File: src/rtl/pvag_pkg.sv
// ----------------------------------------------------------------------------
// pvag_pkg
// Shared codes, types and format helpers of the packet peak activity gate.
// ----------------------------------------------------------------------------
package pvag_pkg;

  localparam logic [1:0] SIZE_8  = 2'd0;
  localparam logic [1:0] SIZE_16 = 2'd1;
  localparam logic [1:0] SIZE_32 = 2'd2;

  localparam logic [1:0] KIND_UNSIGNED = 2'd0;
  localparam logic [1:0] KIND_SIGNED   = 2'd1;
  localparam logic [1:0] KIND_FLOAT    = 2'd2;

  localparam logic [2:0] REG_SIZE      = 3'd0;
  localparam logic [2:0] REG_KIND      = 3'd1;
  localparam logic [2:0] REG_BIG_END   = 3'd2;
  localparam logic [2:0] REG_ENABLE    = 3'd3;
  localparam logic [2:0] REG_THRESHOLD = 3'd4;
  localparam logic [2:0] REG_TIMEOUT   = 3'd5;

  localparam logic CMD_SAMPLE = 1'b0;
  localparam logic CMD_TICK   = 1'b1;

  localparam int ADDR_W  = 5;
  localparam int THR_W   = 17;
  localparam int PROD_W  = 49;
  localparam int TUSER_W = 6;

  localparam int U_LEVEL_HIGH  = 0;
  localparam int U_LEVEL_CHG   = 1;
  localparam int U_PEAK_CHG    = 2;
  localparam int U_ACTIVE      = 3;
  localparam int U_BEGAN       = 4;
  localparam int U_ENDED       = 5;

  localparam logic [31:0] HOLD_MAX = 32'hffff_ffff;

  typedef struct packed {
    logic [1:0] size;
    logic [1:0] kind;
    logic       big_endian;
  } fmt_t;

  // full scale of a format, zero when the format is unsupported
  function automatic logic [31:0] full_scale(input fmt_t f);
    logic [31:0] fs;
    fs = 32'd0;
    case (f.size)
      SIZE_8: begin
        if (f.kind == KIND_UNSIGNED) fs = 32'd255;
        else if (f.kind == KIND_SIGNED) fs = 32'd127;
      end
      SIZE_16: begin
        if (f.kind == KIND_UNSIGNED) fs = 32'd65535;
        else if (f.kind == KIND_SIGNED) fs = 32'd32767;
      end
      SIZE_32: begin
        if (f.kind == KIND_UNSIGNED) fs = 32'hffff_ffff;
        else if (f.kind == KIND_SIGNED || f.kind == KIND_FLOAT) fs = 32'h7fff_ffff;
      end
      default: fs = 32'd0;
    endcase
    return fs;
  endfunction

  // full scale is 2^k - 1 for every supported format
  function automatic logic [5:0] scale_shift(input fmt_t f);
    logic [5:0] k;
    k = 6'd0;
    case (f.size)
      SIZE_8:  k = (f.kind == KIND_UNSIGNED) ? 6'd8 : 6'd7;
      SIZE_16: k = (f.kind == KIND_UNSIGNED) ? 6'd16 : 6'd15;
      SIZE_32: k = (f.kind == KIND_UNSIGNED) ? 6'd32 : 6'd31;
      default: k = 6'd0;
    endcase
    return k;
  endfunction

endpackage

File: src/rtl/pvag_decode.sv
// ----------------------------------------------------------------------------
// pvag_decode
// Turns one sample word into an unsigned magnitude for the configured format.
// ----------------------------------------------------------------------------
module pvag_decode (
  input  pvag_pkg::fmt_t fmt_i,
  input  logic [31:0]    bytes_i,
  output logic [31:0]    mag_o
);

  logic [15:0] v16;
  logic [31:0] v32;
  logic [8:0]  mag8;
  logic [16:0] mag16;
  logic [31:0] mag32;
  logic [31:0] fmag;
  logic [7:0]  fexp;
  logic [23:0] fman;
  logic [7:0]  sh_up;
  logic [7:0]  sh_dn;

  assign v16 = fmt_i.big_endian ? {bytes_i[7:0], bytes_i[15:8]} : bytes_i[15:0];
  assign v32 = fmt_i.big_endian ?
               {bytes_i[7:0], bytes_i[15:8], bytes_i[23:16], bytes_i[31:24]} : bytes_i;

  assign mag8 = (fmt_i.kind == pvag_pkg::KIND_SIGNED && bytes_i[7]) ?
                (9'h100 - {1'b0, bytes_i[7:0]}) : {1'b0, bytes_i[7:0]};
  assign mag16 = (fmt_i.kind == pvag_pkg::KIND_SIGNED && v16[15]) ?
                 (17'h10000 - {1'b0, v16}) : {1'b0, v16};
  assign mag32 = (fmt_i.kind == pvag_pkg::KIND_SIGNED && v32[31]) ? (32'd0 - v32) : v32;

  // float magnitude scaled by 2^31
  assign fexp  = v32[30:23];
  assign fman  = {1'b1, v32[22:0]};
  assign sh_up = fexp - 8'd119;
  assign sh_dn = 8'd119 - fexp;

  always_comb begin
    if (fexp == 8'd255) begin
      fmag = 32'hffff_ffff;
    end else if (fexp == 8'd0) begin
      fmag = 32'd0;
    end else if (fexp >= 8'd119) begin
      if (sh_up > 8'd8) fmag = 32'hffff_ffff;
      else fmag = {8'd0, fman} << sh_up[3:0];
    end else begin
      if (sh_dn >= 8'd24) fmag = 32'd0;
      else fmag = {8'd0, fman} >> sh_dn[4:0];
    end
  end

  always_comb begin
    case (fmt_i.size)
      pvag_pkg::SIZE_8:  mag_o = {23'd0, mag8};
      pvag_pkg::SIZE_16: mag_o = {15'd0, mag16};
      default: mag_o = (fmt_i.kind == pvag_pkg::KIND_FLOAT) ? fmag : mag32;
    endcase
  end

endmodule

File: src/rtl/packet_peak_voice_activity_gate_unit.sv
// ----------------------------------------------------------------------------
// packet_peak_voice_activity_gate_unit
// Result path: a packet-end sample is held in the input register, then its
//   result is loaded into the result register.
// Throughput: one item per cycle; the input register waits only when a
//   packet result meets a full, stalled output register.
// Reset: asynchronous, clears control and all gate state, registers to defaults.
// ----------------------------------------------------------------------------
module packet_peak_voice_activity_gate_unit (
  input  logic                               clk_i,
  input  logic                               rst_ni,
  // stream in
  input  logic                               s_tvalid,
  output logic                               s_tready,
  input  logic [31:0]                        s_tdata,   // sample_bytes
  input  logic                               s_tuser,   // command
  input  logic                               s_tlast,   // last_of_packet
  // stream out
  output logic                               m_tvalid,
  input  logic                               m_tready,
  output logic [31:0]                        m_tdata,   // packet_peak
  // level_high, level_changed, peak_changed, voice_active, activity_began,
  // activity_ended
  output logic [pvag_pkg::TUSER_W-1:0]       m_tuser,
  // configuration
  input  logic                               psel,
  input  logic                               penable,
  input  logic                               pwrite,
  input  logic [pvag_pkg::ADDR_W-1:0]        paddr,
  input  logic [31:0]                        pwdata,
  output logic [31:0]                        prdata,
  output logic                               pready
);

  pvag_pkg::fmt_t                 fmt_q;
  logic                           enable_q;
  logic [pvag_pkg::THR_W-1:0]     thr_q;
  logic [31:0]                    timeout_q;

  logic                           s1_valid_q;
  logic                           s1_cmd_q;
  logic [31:0]                    s1_bytes_q;
  logic                           s1_last_q;

  logic [31:0]                    run_q;
  logic [31:0]                    prev_q;
  logic [31:0]                    hold_q;
  logic                           active_q;
  logic                           level_q;

  logic                           m_valid_q;
  logic [31:0]                    m_data_q;
  logic [pvag_pkg::TUSER_W-1:0]   m_user_q;

  logic                           cfg_wr;
  logic [2:0]                     cfg_idx;
  logic [31:0]                    fs;
  logic [5:0]                     fs_k;
  logic                           usable;
  logic [31:0]                    mag;
  logic [31:0]                    peak_run;
  logic [31:0]                    peak;
  logic [pvag_pkg::PROD_W-1:0]    thr_ext;
  logic [pvag_pkg::PROD_W-1:0]    thr_fs;
  logic [pvag_pkg::PROD_W-1:0]    peak_ext;
  logic                           high;
  logic                           is_sample;
  logic                           emits;
  logic                           out_free;
  logic                           process;
  logic                           active_d;
  logic                           began;
  logic                           ended;
  logic [pvag_pkg::TUSER_W-1:0]   user_d;

  // configuration port
  assign pready  = 1'b1;
  assign cfg_wr  = psel & penable & pwrite;
  assign cfg_idx = paddr[4:2];

  always_comb begin
    case (cfg_idx)
      pvag_pkg::REG_SIZE:      prdata = {30'd0, fmt_q.size};
      pvag_pkg::REG_KIND:      prdata = {30'd0, fmt_q.kind};
      pvag_pkg::REG_BIG_END:   prdata = {31'd0, fmt_q.big_endian};
      pvag_pkg::REG_ENABLE:    prdata = {31'd0, enable_q};
      pvag_pkg::REG_THRESHOLD: prdata = {15'd0, thr_q};
      pvag_pkg::REG_TIMEOUT:   prdata = timeout_q;
      default:                 prdata = 32'd0;
    endcase
  end

  // datapath
  assign fs     = pvag_pkg::full_scale(fmt_q);
  assign fs_k   = pvag_pkg::scale_shift(fmt_q);
  assign usable = enable_q & (fs != 32'd0);

  pvag_decode u_decode (
    .fmt_i   (fmt_q),
    .bytes_i (s1_bytes_q),
    .mag_o   (mag)
  );

  assign peak_run = (mag > run_q) ? mag : run_q;
  assign peak     = (peak_run < fs) ? peak_run : fs;

  // threshold * (2^k - 1) as shift and subtract
  assign thr_ext  = {{(pvag_pkg::PROD_W-pvag_pkg::THR_W){1'b0}}, thr_q};
  assign thr_fs   = (thr_ext << fs_k) - thr_ext;
  assign peak_ext = {1'b0, peak, 16'd0};
  assign high     = peak_ext > thr_fs;

  assign began    = high & ~active_q;
  assign ended    = ~high & active_q & (hold_q >= timeout_q);
  assign active_d = high | (active_q & ~ended);

  always_comb begin
    user_d = '0;
    user_d[pvag_pkg::U_LEVEL_HIGH] = high;
    user_d[pvag_pkg::U_LEVEL_CHG]  = high ^ level_q;
    user_d[pvag_pkg::U_PEAK_CHG]   = peak != prev_q;
    user_d[pvag_pkg::U_ACTIVE]     = active_d;
    user_d[pvag_pkg::U_BEGAN]      = began;
    user_d[pvag_pkg::U_ENDED]      = ended;
  end

  // flow control
  assign is_sample = s1_cmd_q == pvag_pkg::CMD_SAMPLE;
  assign emits     = s1_valid_q & is_sample & usable & s1_last_q;
  assign out_free  = ~m_valid_q | m_tready;
  assign process   = s1_valid_q & (~emits | out_free);
  assign s_tready  = ~s1_valid_q | process;

  // input register
  always_ff @(posedge clk_i or negedge rst_ni) begin
    if (!rst_ni) begin
      s1_valid_q <= 1'b0;
    end else if (s_tready) begin
      s1_valid_q <= s_tvalid;
    end
  end

  always_ff @(posedge clk_i) begin
    if (s_tvalid && s_tready) begin
      s1_cmd_q   <= s_tuser;
      s1_bytes_q <= s_tdata;
      s1_last_q  <= s_tlast;
    end
  end

  // configuration and gate state
  always_ff @(posedge clk_i or negedge rst_ni) begin
    if (!rst_ni) begin
      fmt_q.size       <= pvag_pkg::SIZE_16;
      fmt_q.kind       <= pvag_pkg::KIND_SIGNED;
      fmt_q.big_endian <= 1'b0;
      enable_q         <= 1'b0;
      thr_q            <= 17'd6554;
      timeout_q        <= 32'd1000;
      run_q            <= 32'd0;
      prev_q           <= 32'd0;
      hold_q           <= 32'd0;
      active_q         <= 1'b0;
      level_q          <= 1'b0;
    end else begin
      if (process) begin
        if (!is_sample) begin
          if (hold_q != pvag_pkg::HOLD_MAX) hold_q <= hold_q + 32'd1;
        end else if (!usable) begin
          run_q <= 32'd0;
        end else if (!s1_last_q) begin
          run_q <= peak_run;
        end else begin
          run_q    <= 32'd0;
          prev_q   <= peak;
          level_q  <= high;
          active_q <= active_d;
          if (high) hold_q <= 32'd0;
        end
      end
      if (cfg_wr) begin
        case (cfg_idx)
          pvag_pkg::REG_SIZE:      fmt_q.size       <= pwdata[1:0];
          pvag_pkg::REG_KIND:      fmt_q.kind       <= pwdata[1:0];
          pvag_pkg::REG_BIG_END:   fmt_q.big_endian <= pwdata[0];
          pvag_pkg::REG_ENABLE: begin
            enable_q <= pwdata[0];
            if (!pwdata[0]) begin
              active_q <= 1'b0;
              run_q    <= 32'd0;
            end
          end
          pvag_pkg::REG_THRESHOLD: thr_q     <= pwdata[pvag_pkg::THR_W-1:0];
          pvag_pkg::REG_TIMEOUT:   timeout_q <= pwdata;
          default: ;
        endcase
      end
    end
  end

  // result register
  always_ff @(posedge clk_i or negedge rst_ni) begin
    if (!rst_ni) begin
      m_valid_q <= 1'b0;
    end else if (process && emits) begin
      m_valid_q <= 1'b1;
    end else if (m_tready) begin
      m_valid_q <= 1'b0;
    end
  end

  always_ff @(posedge clk_i) begin
    if (process && emits) begin
      m_data_q <= peak;
      m_user_q <= user_d;
    end
  end

  assign m_tvalid = m_valid_q;
  assign m_tdata  = m_data_q;
  assign m_tuser  = m_user_q;

endmodule

File: config.mk
export PLATFORM = sky130hd
export DESIGN_NAME = packet_peak_voice_activity_gate_unit
export DESIGN_NICKNAME = d
export VERILOG_FILES = /design/src/rtl/pvag_pkg.sv /design/src/rtl/pvag_decode.sv /design/src/rtl/packet_peak_voice_activity_gate_unit.sv
export SDC_FILE = /design/constraint.sdc
export NUM_CORES = 1
export LEC_CHECK = 0
export ABC_AREA = 1
export BUFFER_PORTS_ARGS = -buffer_cell sky130_fd_sc_hd__buf_2
export CORE_MARGIN = 4
export CORE_UTILIZATION = 30
export CTS_CLUSTER_SIZE = 25
export DETAILED_ROUTE_END_ITERATION = 16
export PLACE_DENSITY = 0.43
export SLEW_MARGIN = 5
export SYNTH_ARGS = -nofsm -noshare
export SYNTH_HDL_FRONTEND = slang
export SYNTH_HIERARCHICAL = 1
export SYNTH_SLANG_ARGS = --single-unit
File: constraint.sdc
create_clock -name clk_i -period 13.1 [get_ports clk_i]
set_input_delay 1.965 -clock clk_i [delete_from_list [all_inputs] [get_ports clk_i]]
set_output_delay 1.965 -clock clk_i [all_outputs]
set_load 0.005 [all_outputs]
# After elaboration in Yosys (flattened, before gate mapping)

Index checks and enable logic that the tools add are counted.

Memories kept: 0
Bits in latches: 0
Input bits: 78
Output and inout port bits: 73
Register bits after elaboration: 227
Memory bits (read-only): 0
Memory bits (writable): 0

Muxes and demuxes: 47
Add/subtract/negate cells: 7
Reduce and logical (&&, ||, !) cells: 23
Shifts and indexed selects: 3
Div/mod/pow operators: 0
$lt $le $gt $ge: 7
Eq/ne operators: 13
Bitwise gates (word level): 23
$mul: 0

Operators by type and width:

| cell                   | count |
|---|---|
| $mux 32                | 23 |
| $pmux 32 s6            | 1 |
| $pmux 32 s3            | 1 |
| $pmux 32 s2            | 1 |
| $gt 48x49->1           | 1 |
| $shl 17x6->49          | 1 |
| $sub 49x17->49         | 1 |
| $add 32x1->32 const B  | 1 |
| $ge 32x32->1           | 1 |
| $gt 32x32->1           | 1 |
| $lt 32x32->1           | 1 |
| $mux 16                | 2 |
| $ne 32x32->1           | 1 |
| $ne 32x32->1 const B   | 1 |
| $reduce_bool 32->1     | 1 |
| $shl 24x4->32          | 1 |
| $shr 24x5->32          | 1 |
| $sub 1x32->32 const A  | 1 |
| $mux 31                | 1 |
| $pmux 6 s3             | 1 |
| $mux 17                | 1 |
| $sub 17x16->17 const A | 1 |
| $mux 15                | 1 |
| $reduce_and 2->1       | 6 |
| 32 further kinds       | 71 |

# Logic depth before layout (Yosys ltp)

Depth in word-level cells: 27
Gate-level depth with buffers: 72

# Cells and area by module

The synthesis kept the hierarchy.

By module, submodules not included:

| module                               | cells an instance | area an instance (um^2) | instances | sequential area each (um^2) |
|---|---|---|---|---|
| packet_peak_voice_activity_gate_unit | 2197              | 16309.4                 | 1         | 6059.6 |
| pvag_decode                          | 1226              | 5609.1                  | 1         | 0.0 |

# Worst setup path after synthesis

Ideal clock, no wire load.

Path kind: reg2reg
Start: register fmt_q[0] (netlist bit)
End: register hold_q[21]
Arrival: 7.997 ns
Setup slack: 4.986 ns
Stages on the path, launching flop included: 63
Data required time: 12.983 ns
Path buffers: 9
Clock period less this slack: 8.114 ns
Path through: dfrtp_1 > buf_6 > buf_12 > nand2_1 > nand2_1 > buf_4 > buf_2 > ha_1 > ha_1 > clkbuf_1 > inv_1 > nand2_1 > nand3_1 > nand3_1 > nor2_2 > nand2_2 > inv_2 > buf_4 > (+27 left out) > nand2_1 > ha_1 > nand2_1 > nor2_1 > nand2_1 > nor4_1 > nand2_1 > nand2_1 > nand2_1 > nand2_1 > nand2_1 > nand2_1 > nand2_1 > nand2_1 > nand3_4 > buf_4 > nand3_1 > nand2_1

Word-level cells in the longest chain between the ends: 16
Elaborated cells between the ends (all ways): 31
Those cells by class: 4 x add/sub; 6 x order compare; 1 x eq/ne; 2 x shift; 13 x mux; 5 x reduce/logical

RTL lines:

| item                                       | RTL line                                    | source |
|---|---|---|
| start: declaration                         | packet_peak_voice_activity_gate_unit.sv:35  | `pvag_pkg::fmt_t fmt_q;` |
| $mux 32                                    | pvag_decode.sv:23                           | `assign v32 = fmt_i.big_endian ?` |
| $sub 7x8->8 or $sub 8x7->8 (tied branches) | pvag_decode.sv:36, pvag_decode.sv:35        |  |
| $ge 8x5->1, or another cell as far along   | pvag_decode.sv:47                           | `if (sh_dn >= 8'd24) fmag = 32'd0;` |
| $mux 32 (on tied branches)                 | pvag_decode.sv:47, pvag_decode.sv:44        |  |
| $mux 32                                    | pvag_decode.sv:43                           | `end else if (fexp >= 8'd119) begin` |
| $mux 32                                    | pvag_decode.sv:41                           | `end else if (fexp == 8'd0) begin` |
| $mux 32                                    | pvag_decode.sv:39                           | `if (fexp == 8'd255) begin` |
| $mux 32                                    | pvag_decode.sv:56                           | `default: mag_o = (fmt_i.kind == pvag_pkg::KIND_FLOAT) ? fmag : mag32;` |
| (+1 left out)                              | -                                           |  |
| named net mag[11]                          | packet_peak_voice_activity_gate_unit.sv:60  | `logic [31:0] mag;` |
| $gt 32x32->1                               | packet_peak_voice_activity_gate_unit.sv:104 | `assign peak_run = (mag > run_q) ? mag : run_q;` |
| $mux 32 (*)                                | packet_peak_voice_activity_gate_unit.sv:104 |  |
| $lt 32x32->1                               | packet_peak_voice_activity_gate_unit.sv:105 | `assign peak = (peak_run < fs) ? peak_run : fs;` |
| $mux 32 (*)                                | packet_peak_voice_activity_gate_unit.sv:105 |  |
| named net peak[16]                         | packet_peak_voice_activity_gate_unit.sv:62  | `logic [31:0] peak;` |
| $gt 48x49->1 (*)                           | packet_peak_voice_activity_gate_unit.sv:111 | `assign high = peak_ext > thr_fs;` |
| $reduce_bool 2->1 (no line) (*)            | -                                           |  |
| $reduce_and 5->1 (no line) (*)             | -                                           |  |
| end signal: assignment                     | packet_peak_voice_activity_gate_unit.sv:168 | `if (hold_q != pvag_pkg::HOLD_MAX) hold_q <= hold_q + 32'd1;` |
| end: declaration                           | packet_peak_voice_activity_gate_unit.sv:47  | `logic [31:0] hold_q;` |

The timed path passes the listed nets; every way through them passes the cells marked *.
A chain may end at the register's enable or synchronous reset.

# Final worst setup path

Start: register fmt_q[0] (netlist bit)
End: register hold_q[30]

Word-level cells in the longest chain between the ends: 16
Elaborated cells between the ends (all ways): 31
Those cells by class: 4 x add/sub; 6 x order compare; 1 x eq/ne; 2 x shift; 13 x mux; 5 x reduce/logical

RTL lines:

| item                                       | RTL line |
|---|---|
| $mux 32 (*)                                | pvag_decode.sv:23 |
| $sub 7x8->8 or $sub 8x7->8 (tied branches) | pvag_decode.sv:36, pvag_decode.sv:35 |
| $ge 8x5->1, or another cell as far along   | pvag_decode.sv:47 |
| $mux 32 (on tied branches)                 | pvag_decode.sv:47, pvag_decode.sv:44 |
| $mux 32                                    | pvag_decode.sv:43 |
| $mux 32                                    | pvag_decode.sv:41 |
| $mux 32                                    | pvag_decode.sv:39 |
| $mux 32 (*)                                | pvag_decode.sv:56 |
| (+1 left out)                              | - |
| named net mag[19]                          | packet_peak_voice_activity_gate_unit.sv:60 |
| $gt 32x32->1                               | packet_peak_voice_activity_gate_unit.sv:104 |
| $mux 32 (*)                                | packet_peak_voice_activity_gate_unit.sv:104 |
| $lt 32x32->1                               | packet_peak_voice_activity_gate_unit.sv:105 |
| $mux 32 (*)                                | packet_peak_voice_activity_gate_unit.sv:105 |
| named net peak[0]                          | packet_peak_voice_activity_gate_unit.sv:62 |
| $gt 48x49->1 (*)                           | packet_peak_voice_activity_gate_unit.sv:111 |
| $reduce_bool 2->1 (no line) (*)            | - |
| $reduce_and 5->1 (no line) (*)             | - |

Marked as above.

==> key figures <==
Clock tree
  – Post-CTS repair timing setup buffer count: 0
  – Gates resized, CTS repair: 0
  – Total clock buffers created by CTS: 31
  – Clock latency at the later pin of the worst-skew pair: 0.59 ns
  – Clock transition at path regs: 0.06 ns
  – CTS sink count: 227
  – Count of H-tree levels built during CTS: 1
  – Maximum root-to-sink buffer count: 3
  – Clock root buffer: sky130_fd_sc_hd__clkbuf_16
  – Post-CTS Hold Buffers: 0
  – Clock tree from TritonCTS: done

Timing
  – Final number of hold-violating endpoints: 0
  – Worst Hold Margin: 0.510 ns
  – Time the final worst path needs with I/O delays and setup: 10.55 ns
  – Pin slew with the least headroom to its limit: 1.06 ns
  – Maximum clock frequency: 94.8 MHz
  – TNS Setup: 0 ns
  – Worst-case headroom to the max-slew limit: 28.9%
  – Number of pins exceeding their max-slew limit in the final report: 0
  – Number of failing setup endpoints in the final timing report: 0
  – Final critical-path share of the clock period: 80.6%
  – Setup repair after global routing missed its margin: no
  – Clk_skew: 0.0174 ns

Setup path
  – Critical path's most frequent cell: sky130_fd_sc_hd__nand2_1
  – Required time at the worst-slack endpoint: 13.57 ns
  – Crit end category: flip-flop
  – Slowest Stage Delay on Critical Path: 0.64 ns
  – Sort of element at the start of the critical path: flip-flop
  – Arrival time at the worst endpoint: 11.02 ns
  – Kind of critical path: flip-flop to flip-flop
  – Worst-path fanout max: 60
  – Standard cell with the maximum stage delay on the critical path: sky130_fd_sc_hd__inv_1

Layout
  – Ratio of cells with drive above 1 in the final layout: 9.97%
  – Area growth from synthesis to layout: 12.2%
  – Multi-input gate area in the final layout: 13700 sq um
  – # nets final: 3762
  – Cell area after layout: 24600 sq um
  – Footprint of the flip-flops and latches: 6060 sq um
  – Final core occ: 34.2%
  – Filler instances: 8047

Synthesis
  – Avg Cell Area, Syn: 6.40 sq um
  – FFs w/ async S/R, synth: 68.3%
  – Number of synthesized flops with an enable pin: 72
  – Predominant post-synthesis flop cell: sky130_fd_sc_hd__dfrtp_1
  – Post-Syn Instances: 3423
  – Distinct cell type count of the synthesized netlist: 64
  – Synth area leader: sky130_fd_sc_hd__nand2_1
  – Cell types occupying the most area after synthesis: sky130_fd_sc_hd__nand2_1 (18%), sky130_fd_sc_hd__dfrtp_1 (16%), sky130_fd_sc_hd__edfxtp_1 (9.9%)
  – Ys Warns: 6
  – Sequential share of the synthesized area: 27.6%
  – Number of register bits inferred by synthesis: 227
  – Post-synthesis net count: 3658
  – Portion of synthesized cell area occupied by the leading cell type: 18.1%
  – Post-synthesis instance area: 21900 sq um

GRT
  – Grt ovf: 0
  – Antenna violations before repair: 0
  – Wire length of the first global-routing pass: 129000 microns
  – Vias in the first global route: 21400
  – Tot GR Track Use: 20.9%
  – Pin count of the biggest net entering global routing: 77

Placement
  – Buffers added on ports: 147
  – Post-Place Cell Area: 23700 sq um
  – Routability Congestion: 0.929
  – HPWL after DPL: 65500 microns

Pwr
  – Total power: 0.00554 W
  – Static Leakage: 11.9 nW
  – Share of power burned in the clock network: 14.5%
  – Cell-internal power: 0.00255 W
  – Proportion of power drawn by flip-flops and latches: 17.9%
  – Switching power of the nets: 0.00299 W
  – Combinational share of power: 67.5%
  – Peak ir drop on the vdd network: 0.126 mV
  – Power per Cell Area: 225 nW/um^2
  – Switching power as a share of total power: 53.9%

Route
  – Vias: 22300
  – DRC marker count from the first detailed-route iteration: 1920
  – Routed WL per cell: 18.5 microns
  – Via/cell ratio: 4.95
  – Pre-Repair DR Iteration Count: 5
  – Remaining antenna violation count: 0
  – Final wirelength: 83500 microns
  – Number of design rule violations left after detail routing: 0

Job
  – Max Cap Viol: 0

Die
  – Die W: 278 microns
  – Area enclosed by the die boundary: 77500 sq um
  – Starting utilization of the core area: 30.5%
  – Number of placed I/O pins: 151
  – Number of standard-cell rows in the floorplan: 98
  – CORE AREA: 72000 sq um
  – Die outline height: 278 microns

Worst hold path
  – Worst min-delay path class: flip-flop to flip-flop

Outcome
  – Status: finished clean
==> cell usage in the layout (no fill, tap or decap), drive strengths merged, types with 7 or more instances in the layout <==
cell / synthesis / final
o22ai: 46 / 46
a21oi: 161 / 161
nand2: 1066 / 1066
a31oi: 9 / 9
ha: 156 / 156
a211oi: 8 / 8
clkbuf: 67 / 45
xnor2: 30 / 30
o21ai: 297 / 297
dfstp: 15 / 15
edfxtp: 72 / 72
nor2: 322 / 322
nand4: 54 / 54
clkinv: 5 / 13
o211ai: 7 / 7
inv: 402 / 404
nor3: 42 / 42
dfrtp: 140 / 140
nor4: 20 / 20
nand3: 332 / 332
a22oi: 8 / 8
xor2: 45 / 45
buf: 65 / 204
or2: 10 / 10
==> worst max-delay path: cells and delay by family, from the launching register on <==
kind	cells	cell delay, ns
and+or+nand+nor	34	4.39
adders and majority gates	3	1.08
AOI/OAI and AO/OA	9	1.54
DFF	1	0.59
buffers and inverters	9	2.69
==> layer usage <==
metal | global-route usage [%] | vias to the layer above | part of all wire [%]
met2 | 35.6 | 510 | 47
met5 | 0 | - | 0
met3 | 2.10 | 94 | 4.4
li1 | - | 11500 | -
met4 | 3.99 | 0 | 2.0
met1 | 29.1 | 10200 | 47
==> kinds of logic after synthesis <==
logic type / synth area share [%]
flip-flops: 27.6
other: 0.0171
XOR/XNOR: 3.00
adder cells (fa/ha/maj): 9.00
buffers and inverters: 10.2
AO/OA/AOI/OAI: 14.2
AND/OR/NAND/NOR: 35.9
==> final timing paths <==
kind	to	depth (start not counted)	from	slack, ns
hold / removal	prev_q[8]	2	prev_q[8]	0.51
max in group asynchronous	run_q[20]	2	rst_ni	10.57
setup / recovery	hold_q[30]	55	fmt_q[0]	2.55
setup reg to reg	hold_q[30]	55	fmt_q[0]	2.55
min in group asynchronous	timeout_q[10]	1	rst_ni	1.30
hold reg to reg	prev_q[8]	2	prev_q[8]	0.51
==> synth_stat cells (all sizes together), types with 30 or more instances <==
cell type	count
nand2	1066
inv	402
nand3	332
nor2	322
o21ai	297
a21oi	161
ha	156
dfrtp	140
edfxtp	72
clkbuf	67
buf	65
nand4	54
o22ai	46
xor2	45
nor3	42
xnor2	30
==> power by group through the flow <==
| stage | clock network (W) | logic (W) | registers [W] |
|---|---|---|---|
| 2_1_floorplan | 0 | 0.00257 | 0.000977 |
| 3_3_place_gp | 0 | 0.00375 | 0.00101 |
| 3_5_place_dp | 0 | 0.00374 | 0.00101 |
| 4_1_cts | 0.000841 | 0.00376 | 0.000994 |
| 5_1_grt | 0.000870 | 0.00425 | 0.00101 |
| 6_report | 0.000805 | 0.00374 | 0.000995 |
==> final cells by class <==
class	count	area share (%)
multi-input combinational	2656	55.5
sequential	227	24.6
inverter	407	6.22
timing repair buffer	204	4.96
tap	950	4.83
clock buffer	45	3.41
clock inverter	13	0.407
antenna	1	0.0102
==> sequential cells by signal (all words and copies together), names as in the netlist, 5 cells and up <==
register,flops
hold_q,32
m_tdata,32
prev_q,32
run_q,32
s1_bytes_q,32
timeout_q,32
thr_q,17
m_tuser,6
fmt_q,5
==> metrics by stage <==
stage,std cells,worst slack (ns)
after floorplan,3423,4.99
after global placement,4444,2.74
after detailed placement,4444,2.70
after CTS,4502,2.68
after global routing,4502,1.66
final,4503,2.55
(Power assumes the default switching activity.)
